<file path="config.mk">
export PLATFORM = sky130hd
export DESIGN_NAME = serial_framed_gpio_expander
export DESIGN_NICKNAME = d
export VERILOG_FILES = /design/src/design/sfge_pkg.sv /design/src/design/serial_framed_gpio_expander.sv /design/src/design/sfge_front.sv /design/src/design/sfge_queue.sv /design/src/design/sfge_back.sv
export VERILOG_INCLUDE_DIRS = /design/src /design/src/design
export SDC_FILE = /design/constraint.sdc
export NUM_CORES = 1
export LEC_CHECK = 0
export ABC_AREA = 1
export BUFFER_PORTS_ARGS = -buffer_cell sky130_fd_sc_hd__buf_2
export CAP_MARGIN = 15
export CELL_PAD_IN_SITES_DETAIL_PLACEMENT = 1
export CELL_PAD_IN_SITES_GLOBAL_PLACEMENT = 2
export CORE_ASPECT_RATIO = 0.7
export CORE_MARGIN = 3
export CORE_UTILIZATION = 42
export DETAILED_ROUTE_END_ITERATION = 7
export PLACE_DENSITY = 0.83
export SLEW_MARGIN = 20
export SYNTH_ARGS = -nofsm -noshare
export SYNTH_HDL_FRONTEND = slang
export SYNTH_SLANG_ARGS = --single-unit
</file>
<file path="constraint.sdc">
create_clock -name clk -period 8.34 [get_ports clk]
set_input_delay 0.834 -clock clk [delete_from_list [all_inputs] [get_ports clk]]
set_output_delay 0.834 -clock clk [all_outputs]
set_load 0.02 [all_outputs]
</file>
<file path="src/design/serial_framed_gpio_expander_macros.svh">
// Assertion macros shared by the serial GPIO expander modules.
// Depends on nothing; included by the modules that carry assertions.
`ifndef SERIAL_FRAMED_GPIO_EXPANDER_MACROS_SVH
`define SERIAL_FRAMED_GPIO_EXPANDER_MACROS_SVH

// The expression holds at every rising clock edge outside reset.
`define SFGE_ASSERT_ALWAYS(label, clk_i, rst_ni, expr) \
	label: assert property (@(posedge clk_i) disable iff (!rst_ni) (expr)) \
		else $error("sfge: invariant violated");

// The consequent holds in the same cycle as the antecedent.
`define SFGE_ASSERT_IMP(label, clk_i, rst_ni, ante, cons) \
	label: assert property (@(posedge clk_i) disable iff (!rst_ni) (ante) |-> (cons)) \
		else $error("sfge: implication violated");

// The consequent holds in the cycle after the antecedent.
`define SFGE_ASSERT_NXT(label, clk_i, rst_ni, ante, cons) \
	label: assert property (@(posedge clk_i) disable iff (!rst_ni) (ante) |=> (cons)) \
		else $error("sfge: next-cycle implication violated");

`endif

</file>
<file path="src/design/sfge_pkg.sv">
// Package for the serial GPIO expander: constants, payload structs and job types.
// Used by every module of the block; depends on nothing.
`default_nettype none

package sfge_pkg;

	// Width of the pin fields and the default number of lines.
	localparam int PIN_W         = 10;
	localparam int NUM_LINES_DEF = 10;

	// Payload buffer of one frame.
	localparam int PAYLOAD_MAX = 10;
	localparam int PAY_IDX_W   = $clog2(PAYLOAD_MAX);
	localparam int PAY_CNT_W   = $clog2(PAYLOAD_MAX + 1);

	// Depth of the job queue between front and back.
	localparam int QUEUE_DEPTH = 2;

	// Framing bytes.
	localparam logic [7:0] SOF_BYTE = 8'hFF;
	localparam logic [7:0] EOF_BYTE = 8'hFE;

	// Command codes.
	localparam logic [7:0] CMD_MODE  = 8'h01;
	localparam logic [7:0] CMD_WRITE = 8'h02;
	localparam logic [7:0] CMD_READ  = 8'h03;

	// Reply headers.
	localparam logic [7:0] HDR_MODE  = 8'h81;
	localparam logic [7:0] HDR_WRITE = 8'h82;
	localparam logic [7:0] HDR_READ  = 8'h83;
	localparam logic [7:0] HDR_POLL  = 8'h8E;

	// Setting bits kept by the mode command, and the input-line flag of an echo.
	localparam logic [3:0] MODE_KEEP_MASK = 4'hA;
	localparam logic [7:0] FLAG_INPUT     = 8'h04;

	// Request opcodes.
	localparam logic OP_BYTE = 1'b0;
	localparam logic OP_POLL = 1'b1;

	typedef struct packed {
		logic             opcode;
		logic [7:0]       rx_byte;
		logic [PIN_W-1:0] pin_levels;
	} req_t;

	typedef struct packed {
		logic             tx_valid;
		logic [7:0]       tx_byte;
		logic             last;
		logic [PIN_W-1:0] pin_drive;
		logic [PIN_W-1:0] pin_is_output;
		logic [PIN_W-1:0] switch_select;
	} rsp_t;

	// Work handed from the front to the back, one per request.
	typedef enum logic [2:0] {
		JOB_NONE,
		JOB_MODE,
		JOB_WRITE,
		JOB_READ,
		JOB_POLL
	} job_kind_t;

	typedef struct packed {
		job_kind_t                   kind;
		logic [PIN_W-1:0]            levels;
		logic [PAY_CNT_W-1:0]        count;
		logic [PAYLOAD_MAX-1:0][7:0] payload;
	} job_t;

endpackage

`default_nettype wire

</file>
<file path="src/design/serial_framed_gpio_expander.sv">
// A request with no reply shows its one result with tx_valid low; a poll without changes
// first scans the lines. A mode or write frame applies its payload bytes in turn after its
// closing byte and then sends its reply; a read or a poll with changes sends a reply frame.
// Throughput: the back-end sequencer sets the rate; the front takes a request every cycle
// while the two-entry job queue has room. Reset clears frame state, settings and drive.
`default_nettype none

module serial_framed_gpio_expander #(
	parameter int NUM_LINES = sfge_pkg::NUM_LINES_DEF
) (
	input  wire            clk,
	input  wire            arst_n,
	input  wire            req_valid,
	output logic           req_ready,
	input  sfge_pkg::req_t req,
	output logic           rsp_valid,
	input  wire            rsp_ready,
	output sfge_pkg::rsp_t rsp
);
	import sfge_pkg::*;

	logic push_valid;
	logic push_ready;
	job_t push_job;
	logic pop_valid;
	logic pop_ready;
	job_t pop_job;

	// Deframing and classification.
	sfge_front u_front (
		.clk        (clk),
		.arst_n     (arst_n),
		.req_valid  (req_valid),
		.req_ready  (req_ready),
		.req        (req),
		.push_valid (push_valid),
		.push_ready (push_ready),
		.push_job   (push_job)
	);

	// Job queue between the two halves.
	sfge_queue u_queue (
		.clk        (clk),
		.arst_n     (arst_n),
		.push_valid (push_valid),
		.push_ready (push_ready),
		.push_job   (push_job),
		.pop_valid  (pop_valid),
		.pop_ready  (pop_ready),
		.pop_job    (pop_job)
	);

	// Command execution and reply generation.
	sfge_back #(
		.NUM_LINES (NUM_LINES)
	) u_back (
		.clk       (clk),
		.arst_n    (arst_n),
		.pop_valid (pop_valid),
		.pop_ready (pop_ready),
		.pop_job   (pop_job),
		.rsp_valid (rsp_valid),
		.rsp_ready (rsp_ready),
		.rsp       (rsp)
	);

endmodule

`default_nettype wire

</file>
<file path="src/design/sfge_front.sv">
// Front end: deframes received bytes, buffers the payload and classifies each request.
// Depends on sfge_pkg and the assertion macros header.
`default_nettype none
`include "serial_framed_gpio_expander_macros.svh"

module sfge_front (
	input  wire             clk,
	input  wire             arst_n,
	input  wire             req_valid,
	output logic            req_ready,
	input  sfge_pkg::req_t  req,
	output logic            push_valid,
	input  wire             push_ready,
	output sfge_pkg::job_t  push_job
);
	import sfge_pkg::*;

	typedef enum logic [2:0] {
		PH_IDLE    = 3'b001,
		PH_CMD     = 3'b010,
		PH_PAYLOAD = 3'b100
	} phase_t;

	phase_t                      phase_q;
	logic [7:0]                  cmd_q;
	logic [PAY_CNT_W-1:0]        count_q;
	logic [PAYLOAD_MAX-1:0][7:0] store_q;

	logic      accept;
	logic      is_byte;
	logic      has_room;
	logic      store_we;
	job_kind_t cmd_kind;
	job_kind_t kind;

	// Each request becomes exactly one job, so the front stalls only on a full queue.
	assign req_ready  = push_ready;
	assign push_valid = req_valid;
	assign accept     = req_valid && push_ready;
	assign is_byte    = (req.opcode == OP_BYTE);
	assign has_room   = (count_q < PAY_CNT_W'(PAYLOAD_MAX));
	assign store_we   = accept && is_byte && (phase_q == PH_PAYLOAD) &&
		(req.rx_byte != EOF_BYTE) && has_room;

	// Decode the stored command byte.
	always_comb begin
		unique case (cmd_q)
			CMD_MODE:  cmd_kind = JOB_MODE;
			CMD_WRITE: cmd_kind = JOB_WRITE;
			CMD_READ:  cmd_kind = JOB_READ;
			default:   cmd_kind = JOB_NONE;
		endcase
	end

	// Classify the request: a closing byte runs the command, a poll between frames scans.
	always_comb begin
		kind = JOB_NONE;
		unique case (phase_q)
			PH_CMD: begin
				kind = JOB_NONE;
			end
			PH_PAYLOAD: begin
				if (is_byte && (req.rx_byte == EOF_BYTE)) begin
					kind = cmd_kind;
				end
			end
			default: begin
				if (!is_byte) begin
					kind = JOB_POLL;
				end
			end
		endcase
	end

	assign push_job = '{kind: kind, levels: req.pin_levels, count: count_q, payload: store_q};

	// Frame state machine.
	always_ff @(posedge clk or negedge arst_n) begin
		if (!arst_n) begin
			phase_q <= PH_IDLE;
			cmd_q   <= '0;
			count_q <= '0;
		end else if (accept && is_byte) begin
			unique case (phase_q)
				PH_CMD: begin
					cmd_q   <= req.rx_byte;
					phase_q <= PH_PAYLOAD;
				end
				PH_PAYLOAD: begin
					if (req.rx_byte == EOF_BYTE) begin
						phase_q <= PH_IDLE;
					end else if (has_room) begin
						count_q <= count_q + PAY_CNT_W'(1);
					end
				end
				default: begin
					if (req.rx_byte == SOF_BYTE) begin
						phase_q <= PH_CMD;
						count_q <= '0;
					end else begin
						phase_q <= PH_IDLE;
					end
				end
			endcase
		end
	end

	// Payload buffer; entries past the count are never read.
	always_ff @(posedge clk) begin
		if (store_we) begin
			store_q[count_q[PAY_IDX_W-1:0]] <= req.rx_byte;
		end
	end

	`SFGE_ASSERT_ALWAYS(a_count_bound, clk, arst_n, count_q <= PAY_CNT_W'(PAYLOAD_MAX))

endmodule

`default_nettype wire

</file>
<file path="src/design/sfge_queue.sv">
// Short job queue that decouples the front end from the back end.
// Depends on sfge_pkg.
`default_nettype none

module sfge_queue (
	input  wire            clk,
	input  wire            arst_n,
	input  wire            push_valid,
	output logic           push_ready,
	input  sfge_pkg::job_t push_job,
	output logic           pop_valid,
	input  wire            pop_ready,
	output sfge_pkg::job_t pop_job
);
	import sfge_pkg::*;

	localparam int PTR_W = (QUEUE_DEPTH > 1) ? $clog2(QUEUE_DEPTH) : 1;
	localparam int CNT_W = $clog2(QUEUE_DEPTH + 1);

	job_t             ent_q [QUEUE_DEPTH];
	logic [PTR_W-1:0] wr_q;
	logic [PTR_W-1:0] rd_q;
	logic [CNT_W-1:0] count_q;
	logic             do_push;
	logic             do_pop;

	assign push_ready = (count_q != CNT_W'(QUEUE_DEPTH));
	assign pop_valid  = (count_q != '0);
	assign pop_job    = ent_q[rd_q];
	assign do_push    = push_valid && push_ready;
	assign do_pop     = pop_valid && pop_ready;

	// Pointers and fill level.
	always_ff @(posedge clk or negedge arst_n) begin
		if (!arst_n) begin
			wr_q    <= '0;
			rd_q    <= '0;
			count_q <= '0;
		end else begin
			if (do_push) begin
				wr_q <= (wr_q == PTR_W'(QUEUE_DEPTH - 1)) ? '0 : wr_q + PTR_W'(1);
			end
			if (do_pop) begin
				rd_q <= (rd_q == PTR_W'(QUEUE_DEPTH - 1)) ? '0 : rd_q + PTR_W'(1);
			end
			if (do_push && !do_pop) begin
				count_q <= count_q + CNT_W'(1);
			end else if (do_pop && !do_push) begin
				count_q <= count_q - CNT_W'(1);
			end
		end
	end

	// Entry storage.
	always_ff @(posedge clk) begin
		if (do_push) begin
			ent_q[wr_q] <= push_job;
		end
	end

endmodule

`default_nettype wire

</file>
<file path="src/design/sfge_back.sv">
// Back end: applies commands and polls to the line settings and sends reply frames.
// Depends on sfge_pkg and the assertion macros header.
`default_nettype none
`include "serial_framed_gpio_expander_macros.svh"

module sfge_back #(
	parameter int NUM_LINES = sfge_pkg::NUM_LINES_DEF
) (
	input  wire            clk,
	input  wire            arst_n,
	input  wire            pop_valid,
	output logic           pop_ready,
	input  sfge_pkg::job_t pop_job,
	output logic           rsp_valid,
	input  wire            rsp_ready,
	output sfge_pkg::rsp_t rsp
);
	import sfge_pkg::*;

	localparam int LINE_W = (NUM_LINES > 1) ? $clog2(NUM_LINES) : 1;
	localparam int KMAX   = (NUM_LINES > PAYLOAD_MAX) ? NUM_LINES : PAYLOAD_MAX;
	localparam int K_W    = $clog2(KMAX + 1);
	localparam int PAD_W  = (NUM_LINES > PIN_W) ? NUM_LINES : PIN_W;
	localparam logic [3:0] NIB_MAX = 4'(NUM_LINES);

	typedef enum logic [7:0] {
		B_IDLE = 8'b0000_0001,
		B_EXEC = 8'b0000_0010,
		B_SCAN = 8'b0000_0100,
		B_NULL = 8'b0000_1000,
		B_SOF  = 8'b0001_0000,
		B_HDR  = 8'b0010_0000,
		B_BODY = 8'b0100_0000,
		B_EOF  = 8'b1000_0000
	} bstate_t;

	bstate_t              state_q;
	job_t                 job_q;
	logic [K_W-1:0]       k_q;
	logic [3:0]           settings_q [NUM_LINES];
	logic [NUM_LINES-1:0] drive_q;
	logic [NUM_LINES-1:0] changed_q;
	rsp_t                 rsp_q;
	logic                 rsp_valid_q;

	logic                 can_emit;
	logic                 pop_fire;
	logic [7:0]           cur_byte;
	logic [3:0]           nib;
	logic                 line_ok;
	logic [LINE_W-1:0]    line_idx;
	logic [LINE_W-1:0]    k_line;
	logic [LINE_W-1:0]    rd_line;
	logic [3:0]           s_rd;
	logic [3:0]           lnum;
	logic                 pay_more;
	logic                 line_more;
	logic                 body_more;
	logic                 body_emit;
	logic [7:0]           body_byte;
	logic [7:0]           hdr_byte;
	logic [PAD_W-1:0]     lev_pad;
	logic [NUM_LINES-1:0] changed_d;
	logic [NUM_LINES-1:0] mode_v;
	logic [PAD_W-1:0]     drive_pad;
	logic [PAD_W-1:0]     mode_pad;
	logic [PAD_W-1:0]     isout_pad;
	logic                 want;
	logic                 emit;
	logic                 e_txv;
	logic [7:0]           e_byte;
	logic                 e_last;

	assign can_emit  = !rsp_valid_q || rsp_ready;
	assign pop_ready = (state_q == B_IDLE);
	assign pop_fire  = pop_valid && pop_ready;

	// Current payload byte and the line it names.
	assign cur_byte  = job_q.payload[k_q[PAY_IDX_W-1:0]];
	assign nib       = cur_byte[7:4];
	assign line_ok   = (nib != 4'd0) && (nib <= NIB_MAX);
	assign line_idx  = LINE_W'(nib - 4'd1);
	assign k_line    = k_q[LINE_W-1:0];
	assign lnum      = 4'(k_q) + 4'd1;
	assign pay_more  = (k_q < K_W'(job_q.count));
	assign line_more = (k_q < K_W'(NUM_LINES));

	// Settings read for the body and command steps: line scans use the counter, commands the payload line.
	assign rd_line = ((job_q.kind == JOB_READ) || (job_q.kind == JOB_POLL)) ? k_line : line_idx;
	assign s_rd    = settings_q[rd_line];

	// Poll compare over all input-mode lines; lines beyond the port read as low.
	assign lev_pad = PAD_W'(job_q.levels);
	always_comb begin
		for (int i = 0; i < NUM_LINES; i++) begin
			changed_d[i] = settings_q[i][3] && (lev_pad[i] != settings_q[i][0]);
			mode_v[i]    = settings_q[i][3];
		end
	end

	// Pin fields, zero above the implemented lines.
	assign drive_pad = PAD_W'(drive_q);
	assign mode_pad  = PAD_W'(mode_v);
	assign isout_pad = PAD_W'(~mode_v);

	// Reply header by job kind.
	always_comb begin
		case (job_q.kind)
			JOB_MODE:  hdr_byte = HDR_MODE;
			JOB_WRITE: hdr_byte = HDR_WRITE;
			JOB_READ:  hdr_byte = HDR_READ;
			default:   hdr_byte = HDR_POLL;
		endcase
	end

	// Body byte for the current step of the reply.
	always_comb begin
		body_more = line_more;
		body_emit = 1'b0;
		body_byte = cur_byte;
		case (job_q.kind)
			JOB_MODE: begin
				body_more = pay_more;
				body_emit = line_ok && cur_byte[3];
			end
			JOB_WRITE: begin
				body_more = pay_more;
				body_emit = line_ok;
				body_byte = s_rd[3] ? (cur_byte | FLAG_INPUT) : cur_byte;
			end
			JOB_READ: begin
				body_emit = 1'b1;
				body_byte = {lnum, s_rd[3], 2'b00, s_rd[3] ^ s_rd[0]};
			end
			default: begin
				body_emit = changed_q[k_line];
				body_byte = {lnum, 1'b1, 2'b00, ~s_rd[0]};
			end
		endcase
	end

	// Byte offered to the output register in each state.
	always_comb begin
		want   = 1'b0;
		e_txv  = 1'b1;
		e_byte = SOF_BYTE;
		e_last = 1'b0;
		unique case (state_q)
			B_NULL: begin
				want   = 1'b1;
				e_txv  = 1'b0;
				e_byte = '0;
				e_last = 1'b1;
			end
			B_SOF: begin
				want = 1'b1;
			end
			B_HDR: begin
				want   = 1'b1;
				e_byte = hdr_byte;
			end
			B_BODY: begin
				want   = body_more && body_emit;
				e_byte = body_byte;
			end
			B_EOF: begin
				want   = 1'b1;
				e_byte = EOF_BYTE;
				e_last = 1'b1;
			end
			default: begin
				want = 1'b0;
			end
		endcase
	end

	assign emit = want && can_emit;

	// Sequencer.
	always_ff @(posedge clk or negedge arst_n) begin
		if (!arst_n) begin
			state_q   <= B_IDLE;
			k_q       <= '0;
			changed_q <= '0;
		end else begin
			unique case (state_q)
				B_IDLE: begin
					if (pop_valid) begin
						k_q <= '0;
						case (pop_job.kind)
							JOB_MODE:  state_q <= B_EXEC;
							JOB_WRITE: state_q <= B_EXEC;
							JOB_READ:  state_q <= B_SOF;
							JOB_POLL:  state_q <= B_SCAN;
							default:   state_q <= B_NULL;
						endcase
					end
				end
				B_EXEC: begin
					if (pay_more) begin
						k_q <= k_q + K_W'(1);
					end else begin
						k_q     <= '0;
						state_q <= B_SOF;
					end
				end
				B_SCAN: begin
					changed_q <= changed_d;
					state_q   <= (changed_d != '0) ? B_SOF : B_NULL;
				end
				B_NULL: begin
					if (can_emit) begin
						state_q <= B_IDLE;
					end
				end
				B_SOF: begin
					if (can_emit) begin
						state_q <= B_HDR;
					end
				end
				B_HDR: begin
					if (can_emit) begin
						k_q     <= '0;
						state_q <= B_BODY;
					end
				end
				B_BODY: begin
					if (!body_more) begin
						state_q <= B_EOF;
					end else if (!body_emit || can_emit) begin
						k_q <= k_q + K_W'(1);
					end
				end
				B_EOF: begin
					if (can_emit) begin
						state_q <= B_IDLE;
					end
				end
				default: begin
					state_q <= B_IDLE;
				end
			endcase
		end
	end

	// Job register, loaded when the queue head is taken.
	always_ff @(posedge clk) begin
		if (pop_fire) begin
			job_q <= pop_job;
		end
	end

	// Line settings and drive values; commands update one line per cycle, a poll all at once.
	always_ff @(posedge clk or negedge arst_n) begin
		if (!arst_n) begin
			for (int i = 0; i < NUM_LINES; i++) begin
				settings_q[i] <= '0;
			end
			drive_q <= '0;
		end else if ((state_q == B_EXEC) && pay_more && line_ok) begin
			if (job_q.kind == JOB_MODE) begin
				settings_q[line_idx] <= cur_byte[3:0] & MODE_KEEP_MASK;
				if (cur_byte[3]) begin
					drive_q[line_idx] <= 1'b0;
				end
			end else if (!s_rd[3]) begin
				settings_q[line_idx] <= {3'b000, cur_byte[0]};
				drive_q[line_idx]    <= cur_byte[0];
			end
		end else if (state_q == B_SCAN) begin
			for (int i = 0; i < NUM_LINES; i++) begin
				if (changed_d[i]) begin
					settings_q[i][0] <= lev_pad[i];
				end
			end
		end
	end

	// Output register.
	always_ff @(posedge clk or negedge arst_n) begin
		if (!arst_n) begin
			rsp_valid_q <= 1'b0;
		end else if (emit) begin
			rsp_valid_q <= 1'b1;
		end else if (rsp_ready) begin
			rsp_valid_q <= 1'b0;
		end
	end

	always_ff @(posedge clk) begin
		if (emit) begin
			rsp_q <= '{
				tx_valid:      e_txv,
				tx_byte:       e_byte,
				last:          e_last,
				pin_drive:     drive_pad[PIN_W-1:0],
				pin_is_output: isout_pad[PIN_W-1:0],
				switch_select: mode_pad[PIN_W-1:0]
			};
		end
	end

	assign rsp_valid = rsp_valid_q;
	assign rsp       = rsp_q;

	`SFGE_ASSERT_NXT(a_eof_last, clk, arst_n, (state_q == B_EOF) && can_emit, rsp_valid_q && rsp_q.last && (rsp_q.tx_byte == EOF_BYTE))
	`SFGE_ASSERT_IMP(a_poll_frame_changed, clk, arst_n, (state_q == B_SOF) && (job_q.kind == JOB_POLL), changed_q != '0)
	`SFGE_ASSERT_IMP(a_body_within_payload, clk, arst_n, (state_q == B_BODY) && ((job_q.kind == JOB_MODE) || (job_q.kind == JOB_WRITE)), k_q <= K_W'(job_q.count))

endmodule

`default_nettype wire

</file>
Word-level counts from Yosys, hierarchy flattened
Memories as Yosys holds them, arrays and structs flattened.
Cells that the tools add are included.
W data, S select, Z words.
{ "totals": {"wordCells": 308, "ff_bits": 309, "ram_bits": 194, "latchBits": 0, "output_inout_bits": 42, "mem_bits_ro": 0, "n_memories": 1} }
{ "memory_table": {"columns": ["name", "words", "width", "rd", "rd_ports_with_merged_regs", "wr", "line_no", "rtl"], "rows": [
  ["u_queue.ent_q", 2, 97, 1, 0, 1, "sfge_queue.sv:20", "job_t ent_q [QUEUE_DEPTH];"]
]} }
{ "op_classes": {"n_addsub": 7, "n_reduce_logical": 74, "n_div": 0, "mux": 96, "eq_ne": 49, "mul": 0, "magnitude_cmp": 12, "n_bitwise": 9, "shift": 0} }
{ "op_table": {"columns": ["operator", "n"], "rows": [
  ["$bwmux W40", 2],
  ["$bwmux W80", 1],
  ["$mux W40", 2],
  ["$mux W8", 8],
  ["$pmux W8 S7", 1],
  ["$mux W4", 12],
  ["$mux W1", 41],
  ["$reduce_and A3 Y1", 11],
  ["$bmux W8 S4", 1],
  ["$demux W8 S4", 1],
  ["$pmux W8 S4", 1],
  ["$mux W10", 3],
  ["$reduce_bool A2 Y1", 15],
  ["$logic_and A1 B1 Y1", 28],
  ["$eq A8 B2 Y1 const B", 3],
  ["$eq A8 B8 Y1 const B", 3],
  ["$pmux W8 S3", 1],
  ["$not A10 Y10", 2],
  ["$bmux W4 S4", 1],
  ["$demux W4 S4", 1],
  ["$eq A8 B1 Y1 const B", 2],
  ["$ne A2 B1 Y1 const B", 8],
  ["$pmux W4 S4", 1],
  ["$eq A3 B2 Y1 const B", 5],
  ["49 further kinds", 93]
]} }

Longest topological paths before layout
{ "depth": {"ltp_word": 12, "ltp_mapped": 23} }

Modules after synthesis
Synthesis repeated with hierarchy kept, for this count alone.
{ "unflattened": {"cells_unflattened": 1684, "area_unflattened_um2": 19830.3} }
{ "by_module_without_submodules": {"columns": ["mod", "cells_each", "area_per_inst_um2", "instances"], "rows": [
  ["sfge_back", 925, 9056.2, 1],
  ["sfge_queue", 535, 7272.0, 1],
  ["sfge_front", 224, 3502.1, 1]
]} }

Worst setup path before layout
Ideal clock, no wire load.
{ "synth_timing": {"path_type": "reg2reg", "start": "register u_back.state_q[0]", "end": "register u_queue.count_q[1]", "t_arrival_ns": 6.991, "slack_ns": 1.218, "path_buffers": 0, "stages_incl_launch_ff": 10, "path_cell_list": "dfstp_2 -> inv_1 -> nor4_1 -> inv_1 -> a21oi_1 -> inv_1 -> ha_1 -> a21oi_1 -> o21ai_0 -> xor2_1"} }
{ "synth_via": {"elab_chain_cells": 5, "word_cells_on_any_way": 7, "classes_between": "1 x eq/ne; 1 x mux; 5 x reduce/logical"} }
{ "synth_lines": {"columns": ["element", "line_no", "rtl"], "rows": [
  ["start: declaration", "sfge_back.sv:37", "bstate_t state_q;"],
  ["start signal: assignment", "sfge_back.sv:209", "state_q <= (changed_d != '0) ? B_SOF : B_NULL;"],
  ["$eq A8 B1 Y1 *", "sfge_back.sv:75", "assign pop_ready = (state_q == B_IDLE);"],
  ["$logic_and A1 B1 Y1 *", null, null],
  ["via u_back.pop_fire", "sfge_back.sv:47", "logic pop_fire;"],
  ["$logic_not A1 Y1", "sfge_queue.sv:46", "if (do_push && !do_pop) begin"],
  ["$logic_and A1 B1 Y1", "sfge_queue.sv:46", null],
  ["$mux W2 / $reduce_bool A2 Y1 (equally long branches)", null, null],
  ["end signal: assignment", "sfge_queue.sv:47", "count_q <= count_q + CNT_W'(1);"],
  ["end signal: assignment", "sfge_queue.sv:49", "count_q <= count_q - CNT_W'(1);"],
  ["end: declaration", "sfge_queue.sv:23", "logic [CNT_W-1:0] count_q;"]
]} }
The timed path passes the listed nets; every way through them passes the cells marked *.
A chain may end at the register's enable or synchronous reset.

Final worst setup path
{ "layout_timing": {"start": "register u_back.k_q[1] (netlist: u_back.k_line[1])", "end": "register u_back.drive_q[9] (netlist: u_back.drive_pad[9])"} }
{ "layout_via": {"elab_chain_cells": 11, "word_cells_on_any_way": 28, "classes_between": "1 x add/sub; 4 x order compare; 2 x eq/ne; 12 x mux; 3 x bitwise; 6 x reduce/logical"} }
{ "layout_lines": {"columns": ["element", "line_no", "rtl"], "rows": [
  ["start: declaration", "sfge_back.sv:39", "logic [K_W-1:0] k_q;"],
  ["start signal: assignment", "sfge_back.sv:201", "k_q <= k_q + K_W'(1);"],
  ["start signal: assignment", "sfge_back.sv:231", "k_q <= k_q + K_W'(1);"],
  ["$bmux W8 S4", "sfge_back.sv:79", "assign cur_byte = job_q.payload[k_q[PAY_IDX_W-1:0]];"],
  ["$mux W8 (not written as such)", "sfge_back.sv:79", null],
  ["$sub A4 B1 Y4", "sfge_back.sv:82", "assign line_idx = LINE_W'(nib - 4'd1);"],
  ["$lt A4 B5 Y1 (not written as such) / $ge A4 B1 Y1 (equally long branches)", "sfge_back.sv:264, sfge_back.sv:268", null],
  ["$logic_and A1 B1 Y1 (not written as such)", "sfge_back.sv:264, sfge_back.sv:268", null],
  ["$mux W1 (not written as such)", "sfge_back.sv:264, sfge_back.sv:268", null],
  ["$demux W1 S4", null, null],
  ["$not A10 Y10 (no line)", null, null],
  ["$and A10 B10 Y10 (no line)", null, null],
  ["$mux W10", "sfge_back.sv:263", "if (cur_byte[3]) begin"],
  ["$mux W10", "sfge_back.sv:261", "if (job_q.kind == JOB_MODE) begin"],
  ["end signal: indexed assignment", "sfge_back.sv:268", "drive_q[line_idx] <= cur_byte[0];"],
  ["end: declaration", "sfge_back.sv:41", "logic [NUM_LINES-1:0] drive_q;"]
]} }
Several ways; a longest one is shown, not always the timed one. The select of a mux whose other input is x is not followed.

==> results.toml <==
[grt]
antenna_found_initial = 2
grt_pass1_vias = 13100
grt_pass1_wl_um = 79300
grt_usage = 0.212
grt_overflow_total = 0
grt_start_max_net_pins = 67

[worst_setup_path]
cp.arrival_ns = 4.86
r2r_end = "u_back.drive_pad[9]$_DFFE_PN0P_"
cp-end-kind = "register"
path_class = "register to register"
required_ns = 8.85
regToRegSetupSlack_ns = 3.99
cp_max_fo = 22
r2r_start = "u_back.k_line[1]$_DFFE_PN0P_"
r2r_cells = 19
start_kind = "register"

[clock_tree]
cts-root-buf = "clkbuf_16"
clock_sinks = 483
post_cts_buffers = 0
clkSlewWorstSetupHoldPaths_ns = 0.07
post_cts_resized = 0
postCtsHoldBufs = 0
htree_num_levels = 2
cts_tree = "built"
worstSkewPairLatency_ns = 0.57
cts_made_buffers = 47
cts_buffer_depth = 3

[synth]
yosysWarnings = 0
yosys.area.top_type = "edfxtp_1"
synth_cells = 1663
synth_top_area_share = 0.636
ys_async_sr_fraction = 0.149
netlist_area_mm2 = 0.0194
synth_edf_count = 411
ys.flop_type = "edfxtp_1"
synth_area_leaders = "edfxtp_1 (64%), nand2_1 (11%), dfrtp_1 (9.0%)"
synth_nets = 1699
synth_cell_type_count = 46
syn_area_per_cell_um2 = 11.7
yosys_register_bits = 483
yosysSeqAreaShare = 0.728

[timing]
tightestPinTransition_ns = 1.10
fmax_mhz = 230
clock_skew_ns = 0.0114
final.setup.tns_ns = 0
rsz0062_at_grt = "false"
maxSlewHeadroom = 0.261
fin_crit_sh = 0.522
slew_violations = 0
timing.final.ws_setup_ns = 3.99
min_period_ns = 4.35
setup_violations = 0
hold_viol = 0

[routing]
drt_first_pass_iters = 5
dr_total_vias = 12600
routed_via_density = 5.28
drc = 0
wirelength_um = 51600
ant_nets = 0
post_drt_wl_per_cell_um = 21.6
first_iter_violations = 1049

[power_and_ir_drop]
leakage_nw = 8.80
ir_drop_uv = 222
total_power_w = 0.00823
power_density_mw_per_mm2 = 373

[floorplanning]
die_area_mm2 = 0.0489
start_util = 0.428
coreArea_mm2 = 0.0454
pin_count = 65
die_h_um = 186
row_count = 65
die_w_um = 263

[placed_design]
dp_hpwl_um = 33900
dp_slack_ns = 4.10
io_buffers = 64
postPlaceCellArea_mm2 = 0.0204
place_inst = 2297
gp_congestion = 0.858

[cells_and_area]
final_common_cell = "nand2_1"
syn_to_final_growth_pct = 13.6
fillers = 4773
layout_common_cells = "nand2_1 (582), edfxtp_1 (411), inv_1 (118), nand3_1 (96), nor2_1 (88)"
final_cells = 2390
layout.nets = 1780
design_area_mm2 = 0.0220
drive_above_1_share = 0.124

[worst_hold_path]
hp-class = "primary input to async pin"

[job]
drv_cap = 0

[outcome]
status = "completed"
## metal layers
| layer | GRT usage | part of all wire |
|---|---|---|
| met4 | 0.0381 | 0.014 |
| met3 | 0.0350 | 0.057 |
| met1 | 0.313 | 0.48 |
| met2 | 0.338 | 0.45 |
| met5 | 0 | 0 |
## power breakdown
part / switching (W) / total (W) / leakage [nW] / internal [W]
Sequential: 0.000236 / 0.00363 / 4.72 / 0.00340
Clock: 0.000947 / 0.00216 / 0.771 / 0.00121
Combinational: 0.00187 / 0.00244 / 3.31 / 0.000570
## cells by family after synthesis
family	count (synthesis)	synth area share
AO/OA/AOI/OAI	121	0.0349
buffers and inverters	181	0.0380
XOR/XNOR	5	0.00226
flip-flops	483	0.728
adder cells (fa/ha/maj)	13	0.00838
multiplexers	8	0.00451
AND/OR/NAND/NOR	852	0.184
## sequential cells by signal (all words and copies together) (netlist names), 8 cells and up
signal             flops
u_queue.ent_q        194
u_back.job_q          87
u_front.push_job      80
u_back.rsp            40
u_back.changed_q      10
u_back.drive_pad      10
u_back.lev_pad        10
u_back.mode_pad       10
u_back.settings_q     10
u_back.state_q         8
u_front.cmd_q          8
## worst max-delay path: stages, from the launching register on
cell      delay [ns]
dfrtp_1         0.36
buf_4           0.24
nor2_1          0.51
nand2_1         0.19
clkinv_1        0.21
nand2_1         0.14
nand2_1         0.18
inv_2           0.09
ha_1            0.31
o21ai_1         0.55
inv_1           0.32
nand3_1         0.17
nand3_1         0.15
nand3_2         0.12
nand2_4         0.08
nand2_8         0.13
nand2_4         0.11
nor2_4          0.23
nand2_1         0.09
nand2_1         0.08
## worst max-delay path by stage
stage,from,cells past startpoint,slack (ns),to
global placement,u_back.k_line[1]$_DFFE_PN0P_,19,4.21,u_back.drive_pad[1]$_DFFE_PN0P_
global route,u_back.k_line[1]$_DFFE_PN0P_,19,3.73,u_back.drive_pad[4]$_DFFE_PN0P_
detailed placement,u_back.k_line[1]$_DFFE_PN0P_,19,4.10,u_back.drive_pad[9]$_DFFE_PN0P_
CTS,u_back.k_line[1]$_DFFE_PN0P_,19,4.07,u_back.drive_pad[4]$_DFFE_PN0P_
floorplan,u_back.state_q[0]$_DFFE_PN1P_,9,1.22,u_queue.count_q[1]$_DFFE_PN0P_
finish,u_back.k_line[1]$_DFFE_PN0P_,19,3.99,u_back.drive_pad[9]$_DFFE_PN0P_
## cells in the mapped netlist (all sizes together) (8+ instances only)
| cell type | number |
|---|---|
| nand2 | 591 |
| edfxtp | 411 |
| inv | 129 |
| nand3 | 103 |
| nor2 | 98 |
| o21ai | 79 |
| dfrtp | 70 |
| clkbuf | 30 |
| nand4 | 27 |
| buf | 19 |
| nor3 | 19 |
| a21oi | 16 |
| ha | 13 |
| or2 | 8 |
## cell type report
class | count | area [um^2] | share of cell area
Clock buffer | 53 | 1210 | 0.0548
Timing Repair Buffer | 81 | 463 | 0.0210
Tap cell | 603 | 754 | 0.0342
Multi-Input combinational cell | 999 | 4610 | 0.209
Inverter | 132 | 495 | 0.0225
Antenna cell | 4 | 10.0 | 0.000454
Clock inverter | 35 | 360 | 0.0163
Sequential cell | 483 | 14100 | 0.642
## stage by stage
step | hold slack [ns] | utilization
floorplan | 0.421 | -
global placement | 0.421 | 0.450
detailed placement | 0.431 | 0.451
CTS | 0.162 | 0.485
global route | 0.178 | 0.486
finish | 0.178 | 0.486
No activity file was read; power rests on OpenSTA's default activity.
